**src/rtl/mrfb_pkg.sv**
```systemverilog
// Package for the Modbus register frame builder.
// Holds the queued item type, frame constants and the CRC-16 byte update.
// No dependencies.
package mrfb_pkg;

  localparam int unsigned NUM_REGS  = 6;
  localparam int unsigned FRAME_LEN = 21;
  localparam int unsigned CRC_SPAN  = 19;
  localparam int unsigned IDX_W     = $clog2(FRAME_LEN);

  localparam logic [15:0] CRC_INIT = 16'hFFFF;
  localparam logic [15:0] CRC_POLY = 16'hA001;

  localparam logic [7:0] FUNC_CODE  = 8'h10;
  localparam logic [7:0] START_HI   = 8'h00;
  localparam logic [7:0] START_LO   = 8'h01;
  localparam logic [7:0] QTY_HI     = 8'h00;
  localparam logic [7:0] QTY_LO     = 8'h06;
  localparam logic [7:0] BYTE_COUNT = 8'd12;

  localparam logic [IDX_W-1:0] IDX_ADDR    = IDX_W'(0);
  localparam logic [IDX_W-1:0] IDX_FUNC    = IDX_W'(1);
  localparam logic [IDX_W-1:0] IDX_STHI    = IDX_W'(2);
  localparam logic [IDX_W-1:0] IDX_STLO    = IDX_W'(3);
  localparam logic [IDX_W-1:0] IDX_QTHI    = IDX_W'(4);
  localparam logic [IDX_W-1:0] IDX_QTLO    = IDX_W'(5);
  localparam logic [IDX_W-1:0] IDX_BCNT    = IDX_W'(6);
  localparam logic [IDX_W-1:0] IDX_DATA0   = IDX_W'(7);
  localparam logic [IDX_W-1:0] IDX_CRC_LO  = IDX_W'(CRC_SPAN);
  localparam logic [IDX_W-1:0] IDX_CRC_HI  = IDX_W'(FRAME_LEN - 1);

  typedef struct packed {
    logic [NUM_REGS-1:0][15:0] regs;
    logic [7:0]                station;
  } mrfb_item_t;

  function automatic logic [15:0] crc_byte(input logic [15:0] crc_in, input logic [7:0] b);
    logic [15:0] c;
    c = crc_in ^ {8'h00, b};
    for (int k = 0; k < 8; k++) begin
      if (c[0]) begin
        c = (c >> 1) ^ CRC_POLY;
      end else begin
        c = c >> 1;
      end
    end
    return c;
  endfunction

  function automatic logic [7:0] frame_byte(input mrfb_item_t item,
                                            input logic [IDX_W-1:0] idx);
    logic [IDX_W-1:0] off;
    logic [15:0]      word;
    off  = idx - IDX_DATA0;
    word = (off[IDX_W-1:1] < (IDX_W-1)'(NUM_REGS)) ? item.regs[off[3:1]] : 16'h0000;
    case (idx)
      IDX_ADDR: frame_byte = item.station;
      IDX_FUNC: frame_byte = FUNC_CODE;
      IDX_STHI: frame_byte = START_HI;
      IDX_STLO: frame_byte = START_LO;
      IDX_QTHI: frame_byte = QTY_HI;
      IDX_QTLO: frame_byte = QTY_LO;
      IDX_BCNT: frame_byte = BYTE_COUNT;
      default:  frame_byte = off[0] ? word[7:0] : word[15:8];
    endcase
  endfunction

endpackage

```
**src/rtl/mrfb_front.sv**
```systemverilog
// Front end: station address register and the item queue.
// Tags each accepted word with the current address. Depends on mrfb_pkg.
module mrfb_front import mrfb_pkg::*; #(
  parameter int unsigned DEPTH = 2
) (
  input  logic        clk_i,
  input  logic        rst_ni,
  input  logic        cfg_valid_i,
  output logic        cfg_ready_o,
  input  logic [7:0]  cfg_data_i,
  input  logic        in_valid_i,
  output logic        in_ready_o,
  input  logic [NUM_REGS*16-1:0] in_data_i,
  output logic        head_valid_o,
  output mrfb_item_t  head_o,
  input  logic        pop_i
);

  localparam int unsigned PTR_W = (DEPTH > 1) ? $clog2(DEPTH) : 1;
  localparam int unsigned CNT_W = $clog2(DEPTH + 1);

  logic [7:0]       station_q, station_d;
  logic [PTR_W-1:0] wr_ptr_q, wr_ptr_d, rd_ptr_q, rd_ptr_d;
  logic [CNT_W-1:0] count_q, count_d;
  mrfb_item_t       entry_q [DEPTH];
  logic             push, pop;

  assign cfg_ready_o  = 1'b1;
  assign in_ready_o   = (count_q != CNT_W'(DEPTH));
  assign head_valid_o = (count_q != '0);
  assign head_o       = entry_q[rd_ptr_q];
  assign push         = in_valid_i && in_ready_o;
  assign pop          = pop_i && head_valid_o;

  always_comb begin
    station_d = cfg_valid_i ? cfg_data_i : station_q;
    wr_ptr_d  = wr_ptr_q;
    rd_ptr_d  = rd_ptr_q;
    count_d   = count_q;
    if (push) begin
      wr_ptr_d = (wr_ptr_q == PTR_W'(DEPTH - 1)) ? '0 : wr_ptr_q + 1'b1;
    end
    if (pop) begin
      rd_ptr_d = (rd_ptr_q == PTR_W'(DEPTH - 1)) ? '0 : rd_ptr_q + 1'b1;
    end
    if (push && !pop) begin
      count_d = count_q + 1'b1;
    end else if (pop && !push) begin
      count_d = count_q - 1'b1;
    end
  end

  always_ff @(posedge clk_i or negedge rst_ni) begin
    if (!rst_ni) begin
      station_q <= 8'd1;
      wr_ptr_q  <= '0;
      rd_ptr_q  <= '0;
      count_q   <= '0;
    end else begin
      station_q <= station_d;
      wr_ptr_q  <= wr_ptr_d;
      rd_ptr_q  <= rd_ptr_d;
      count_q   <= count_d;
    end
  end

  always_ff @(posedge clk_i) begin
    if (push) begin
      entry_q[wr_ptr_q] <= '{regs: in_data_i, station: station_q};
    end
  end

endmodule

```
**src/rtl/mrfb_back.sv**
```systemverilog
// Back end: walks the queue head byte by byte, folds the CRC and drives
// the registered output byte. Depends on mrfb_pkg.
module mrfb_back import mrfb_pkg::*; (
  input  logic       clk_i,
  input  logic       rst_ni,
  input  logic       head_valid_i,
  input  mrfb_item_t head_i,
  output logic       pop_o,
  output logic       out_valid_o,
  input  logic       out_ready_i,
  output logic [7:0] out_byte_o,
  output logic       out_last_o
);

  logic [IDX_W-1:0] idx_q, idx_d;
  logic [15:0]      crc_q, crc_d;
  logic             valid_q, valid_d;
  logic [7:0]       byte_q, byte_d;
  logic             last_q, last_d;
  logic             load;

  assign load        = head_valid_i && (!valid_q || out_ready_i);
  assign pop_o       = load && (idx_q == IDX_CRC_HI);
  assign out_valid_o = valid_q;
  assign out_byte_o  = byte_q;
  assign out_last_o  = last_q;

  always_comb begin
    idx_d   = idx_q;
    crc_d   = crc_q;
    valid_d = valid_q && !out_ready_i;
    byte_d  = byte_q;
    last_d  = last_q;
    if (load) begin
      valid_d = 1'b1;
      last_d  = (idx_q == IDX_CRC_HI);
      if (idx_q == IDX_CRC_HI) begin
        byte_d = crc_q[15:8];
        crc_d  = CRC_INIT;
        idx_d  = '0;
      end else if (idx_q == IDX_CRC_LO) begin
        byte_d = crc_q[7:0];
        idx_d  = idx_q + 1'b1;
      end else begin
        byte_d = frame_byte(head_i, idx_q);
        crc_d  = crc_byte(crc_q, byte_d);
        idx_d  = idx_q + 1'b1;
      end
    end
  end

  always_ff @(posedge clk_i or negedge rst_ni) begin
    if (!rst_ni) begin
      idx_q   <= '0;
      crc_q   <= CRC_INIT;
      valid_q <= 1'b0;
    end else begin
      idx_q   <= idx_d;
      crc_q   <= crc_d;
      valid_q <= valid_d;
    end
  end

  always_ff @(posedge clk_i) begin
    byte_q <= byte_d;
    last_q <= last_d;
  end

endmodule

```
**src/rtl/modbus_register_frame_builder_top.sv**
```systemverilog
// Modbus RTU frame builder: six 16-bit values in, 21 framed bytes out.
// An accepted input word is written to the queue; its first byte then goes out through the back end's output register.
// The back end sends one byte per cycle while an item is queued and m_axis_tready is high.
// The queue of QUEUE_DEPTH items lets input words land while a frame drains.
// Reset (rst_ni low, asynchronous): queue empty, output idle, address 1.
// Depends on mrfb_pkg, mrfb_front and mrfb_back.
module modbus_register_frame_builder_top import mrfb_pkg::*; #(
  parameter int unsigned QUEUE_DEPTH = 2
) (
  input  logic        clk_i,
  input  logic        rst_ni,
  input  logic        cfg_valid_i,
  output logic        cfg_ready_o,
  input  logic [7:0]  cfg_data_i,     // station_address
  input  logic        s_axis_tvalid,
  output logic        s_axis_tready,
  // ref ohms, pot ohms, mV, uA, uW, uW*s
  input  logic [95:0] s_axis_tdata,
  output logic        m_axis_tvalid,
  input  logic        m_axis_tready,
  output logic [7:0]  m_axis_tdata,   // tx_byte
  output logic        m_axis_tlast    // last_byte
);

  mrfb_item_t head;
  logic       head_valid;
  logic       pop;

  mrfb_front #(.DEPTH(QUEUE_DEPTH)) u_front (
    .clk_i        (clk_i),
    .rst_ni       (rst_ni),
    .cfg_valid_i  (cfg_valid_i),
    .cfg_ready_o  (cfg_ready_o),
    .cfg_data_i   (cfg_data_i),
    .in_valid_i   (s_axis_tvalid),
    .in_ready_o   (s_axis_tready),
    .in_data_i    (s_axis_tdata),
    .head_valid_o (head_valid),
    .head_o       (head),
    .pop_i        (pop)
  );

  mrfb_back u_back (
    .clk_i        (clk_i),
    .rst_ni       (rst_ni),
    .head_valid_i (head_valid),
    .head_i       (head),
    .pop_o        (pop),
    .out_valid_o  (m_axis_tvalid),
    .out_ready_i  (m_axis_tready),
    .out_byte_o   (m_axis_tdata),
    .out_last_o   (m_axis_tlast)
  );

endmodule

```
**config.mk**
```make
export PLATFORM = sky130hd
export DESIGN_NAME = modbus_register_frame_builder_top
export DESIGN_NICKNAME = d
export VERILOG_FILES = /design/src/rtl/mrfb_pkg.sv /design/src/rtl/mrfb_front.sv /design/src/rtl/mrfb_back.sv /design/src/rtl/modbus_register_frame_builder_top.sv
export SDC_FILE = /design/constraint.sdc
export NUM_CORES = 1
export LEC_CHECK = 0
export BUFFER_PORTS_ARGS = -buffer_cell sky130_fd_sc_hd__buf_2
export CAP_MARGIN = 20
export CORE_MARGIN = 2
export CORE_UTILIZATION = 25
export CTS_CLUSTER_DIAMETER = 80
export DETAILED_ROUTE_END_ITERATION = 10
export PLACE_DENSITY = 0.48
export SYNTH_ARGS = -nofsm -noshare
export SYNTH_HDL_FRONTEND = slang
export SYNTH_SLANG_ARGS = --single-unit
```
**constraint.sdc**
```tcl
create_clock -name clk_i -period 7.15 [get_ports clk_i]
set_input_delay 0.715 -clock clk_i [delete_from_list [all_inputs] [get_ports clk_i]]
set_output_delay 0.715 -clock clk_i [all_outputs]
set_load 0.05 [all_outputs]
```
==> metrics.md <==
| Metric | Value |
|---|---|
| Outcome | complete, no violations |
| Post-CTS Setup Repair Bufs | 0 |
| DRT antenna net count | 0 |
| Yosys warns | 0 |
| Simple-Gate Fraction of Synth Area | 0.0518 |
| Critical Path RT | 7.61 ns |
| CTS tree | done |
| Minimum clock period | 4.30 ns |
| Max-slew headroom | 0.423 |
| Combinational family with the most area after synthesis | multiplexers |
| Vias | 5744 |
| Most common cell after layout, fill and taps aside | edfxtp_1 |
| Vias in the first global route | 6073 |
| I/O Buffers | 119 |
| Cell row count | between 70 and 80 |
| Multi-input logic area | slightly below 3000 um^2 |
| Reg area | approximately 7400 um^2 |
| Fin crit share | 0.601 |
| Setup TNS | 0 ns |
| DP Area | approximately 12000 um^2 |
| Worst Clk Skew | 0.0165 ns |
| # fillers | ~4k |
| Synthesized area | between 10000 and 15000 um^2 |
| Leakage dissipation | 4.40 nW |
| Initial core utilization | 0.253 |
| Syn_nets | 717 |
| RSZ-0062 raised after global routing | no |
| Max VDD drop | roughly 300 uV |
| CP Capture Type | register |
| Final instance area | 12600 um^2 |
| Worst min-delay path category | in2async |
| DR vias/cell | 4.46 |
| Drt pass-1 iters | 5 |
| CTS Buffer Depth | 3 |
| Xor/xnor share of the synthesized area | 0.0310 |
| Highest-count cells in the layout ignoring fill and taps | edfxtp_1 (217), buf_2 (119), nor2_1 (40) |
| Area of the die | 43900 um^2 |
| Setup violators final | 0 |
| DR WL/cell | slightly below 20 um |
| Final hold vios | 0 |
| GR Overflow Total | 0 |
| DR iter-0 viols | approximately 410 |
| Worst-margin pin slew | 0.866 ns |
| R2R setup slack | ~2.9 ns |
| Mux share of post-synthesis cell area | 0.117 |
| PwrDens | around 520 nW/um^2 |
| Synth Area in Adders | 0.00593 |
| Final wirelength | 25.3 mm |
| Layout Nets | 844 |
| Core box area | 41800 um^2 |
| WP buf/inv | 3 |
| Netlist cell types | 73 |
| Primary FF master, synth | edfxtp_1 |
| Worst path arrival time | 4.76 ns |
| IO Count | 121 |
| Largest net degree at the start of global routing | 63 |
| Avg Inst Size Synth | about 17 um^2 |
| CP Launch Type | register |
| Final GP Congestion | between 0.7 and 0.8 |
| Crit Path Max Fanout | 25 |
| Maximum level of the CTS H-tree | 1 |
| Layout cells sized above 1 | 0.341 |
| CP top delay family | XOR/XNOR gates |
| Most frequent CP cell | buf_4 |
| Asr flop ratio synth | 0.135 |
| CTS Hold Buffers Added | 0 |
| Hold WS | 0.298 ns |
| Layout overhead on the synthesized area | 19.8% |
| MaxCap Viol Count | 0 |
| CTS Root Cell | clkbuf_16 |
| Skew-Pair Late Insertion Delay | 0.54 ns |
| Crit Path Class | reg2reg |
| Post-DP HPWL | 17.2 mm |
| Fmax | 233 MHz |
| Initial antenna violation count | 1 |
| PostCTS Resize Cnt | 0 |
| Crit path cell chain | buf_4 -> inv_2 -> ha_2 -> buf_4 -> mux4_2 -> o221ai_1 -> o21ai_0 -> a21oi_1 -> xnor2_1 -> xor3_2 -> xnor3_1 -> o22a_1 |
| Post-route DRC | 0 |
| Final Max Slew Viols | 0 |
| FF+latch count, synth | 251 |
| Worst-path clk slew | around 0.06 ns |
| Compound-cell area share of the yosys netlist | 0.0731 |
| Gate Count Post-Synth | 603 |
| Register area share after synthesis | 0.700 |
| Final Core Density | 0.303 |
| Die width | 209 um |
| Die height | 209 um |
| Critical-path top delay cell | ha_2 |
| Clock Sinks | 251 |
| Crit-path max cell delay | 0.60 ns |
| Post-synth EDFFs | 217 |
| Num CTS Buffers | 28 |
| First-pass GRT wire length | 38.1 mm |
| Gr usage total | 0.115 |
## synthesized netlist by cell type, types with 2 or more instances
cell | n | area share
o211ai_1 | 6 | 0.0043
o221ai_1 | 9 | 0.0075
dfstp_2 | 17 | 0.042
nor2b_1 | 8 | 0.0047
buf_4 | 3 | 0.0021
or4_1 | 3 | 0.0021
o22a_1 | 2 | 0.0017
o21a_1 | 2 | 0.0014
a21oi_1 | 33 | 0.016
inv_1 | 5 | 0.0018
mux2i_1 | 7 | 0.0066
buf_2 | 12 | 0.0057
buf_6 | 7 | 0.0075
a21boi_0 | 3 | 0.0021
nor3_1 | 4 | 0.0019
a31o_1 | 2 | 0.0017
xor2_1 | 4 | 0.0033
nand3_1 | 6 | 0.0028
a2111o_1 | 2 | 0.0021
xnor2_2 | 2 | 0.0031
nand2b_1 | 3 | 0.0018
nand4_1 | 2 | 0.0012
mux4_1 | 6 | 0.015
and3_1 | 2 | 0.0012
xnor2_1 | 14 | 0.012
a211oi_1 | 4 | 0.0028
clkbuf_1 | 9 | 0.0032
or3_1 | 2 | 0.0012
dfrtp_1 | 17 | 0.040
nor2_1 | 41 | 0.015
o21ai_0 | 18 | 0.0085
nand2_1 | 27 | 0.0096
ha_1 | 5 | 0.0059
mux4_2 | 39 | 0.083
o21ai_1 | 4 | 0.0019
a31oi_1 | 3 | 0.0018
mux2_2 | 10 | 0.011
and2_1 | 2 | 0.0012
edfxtp_1 | 217 | 0.62
xnor3_1 | 3 | 0.0064
a2111oi_0 | 3 | 0.0025
o22ai_1 | 4 | 0.0024
## report_power, final
part,total [mW],switching [mW],internal (mW),leakage (nW)
Clock,1.44,0.562,0.877,0.439
Sequential,2.32,0.227,2.09,2.40
Combinational,2.82,1.52,1.30,1.56
Total,6.58,2.31,4.27,4.40
## metrics by stage
step / worst slack [ns] / total power [mW] / instances
after floorplan: 1.16 / 4.53 / 603
after global placement: 2.84 / 5.21 / 1238
after detailed placement: 2.78 / 5.22 / 1238
after CTS: 2.76 / 6.68 / 1286
after global routing: 2.54 / 6.97 / 1287
final: 2.85 / 6.58 / 1288
## layer usage
layer  part of all wire  global-route usage  up-vias  wire, um
li1                   -                   -     2665         -
met1               0.46               0.160     2907     11600
met2               0.48               0.186      141     12000
met3              0.052              0.0221       31      1310
met4              0.015              0.0273        0       377
met5                  0                   0        -         0
## worst register-to-register path, delay by kind of cell, from the launching register on
kind                       cells  cell delay [ns]
buffers and inverters          3             0.87
DFF                            1             0.32
AOI/OAI and AO/OA              4             0.96
muxes                          1             0.35
adders and majority gates      1             0.61
xor gates and xnor gates       3             1.10
## kinds of logic after synthesis
logic type | after synthesis
flops | 251
compound gates | 108
buf+inv | 38
mux | 63
simple gates | 111
xor+xnor | 26
other cells | 1
fa+ha+maj | 5
## registers in the layout, summed over array words and instances (netlist names)
name and flops:
u_back.crc_q 16, u_back.idx_q 5, u_back.out_byte_o 8, u_back.out_last_o 1
u_back.out_valid_o 1, u_front.count_q 2, u_front.entry_q 208, u_front.rd_ptr_q 1
u_front.station_q 8, u_front.wr_ptr_q 1
## layout make-up
cell class	instances	area share
Multi-Input combinational cell	314	0.234
Clock buffer	35	0.0592
Sequential cell	251	0.585
Inverter	6	0.00178
Tap cell	539	0.0534
Clock inverter	13	0.0131
Timing Repair Buffer	129	0.0534
Antenna cell	1	0.000198
## path summary, 6_finish.rpt
path	start	end	depth (start not counted)
max in group asynchronous	rst_ni	u_front.rd_ptr_q$_DFFE_PN0P_	1
min in group clk_i	s_axis_tdata[85]	u_front.entry_q[0][93]$_DFFE_PP_	1
setup reg to reg	u_back.idx_q[0]$_DFFE_PN0P_	u_back.crc_q[15]$_DFFE_PN1P_	12
hold / removal	rst_ni	u_back.idx_q[1]$_DFFE_PN0P_	1
setup / recovery	u_back.idx_q[0]$_DFFE_PN0P_	u_back.crc_q[15]$_DFFE_PN1P_	12
hold reg to reg	u_front.station_q[3]$_DFFE_PN0P_	u_front.entry_q[1][3]$_DFFE_PP_	0
Note: power is estimated with default switching activity, not from simulation.
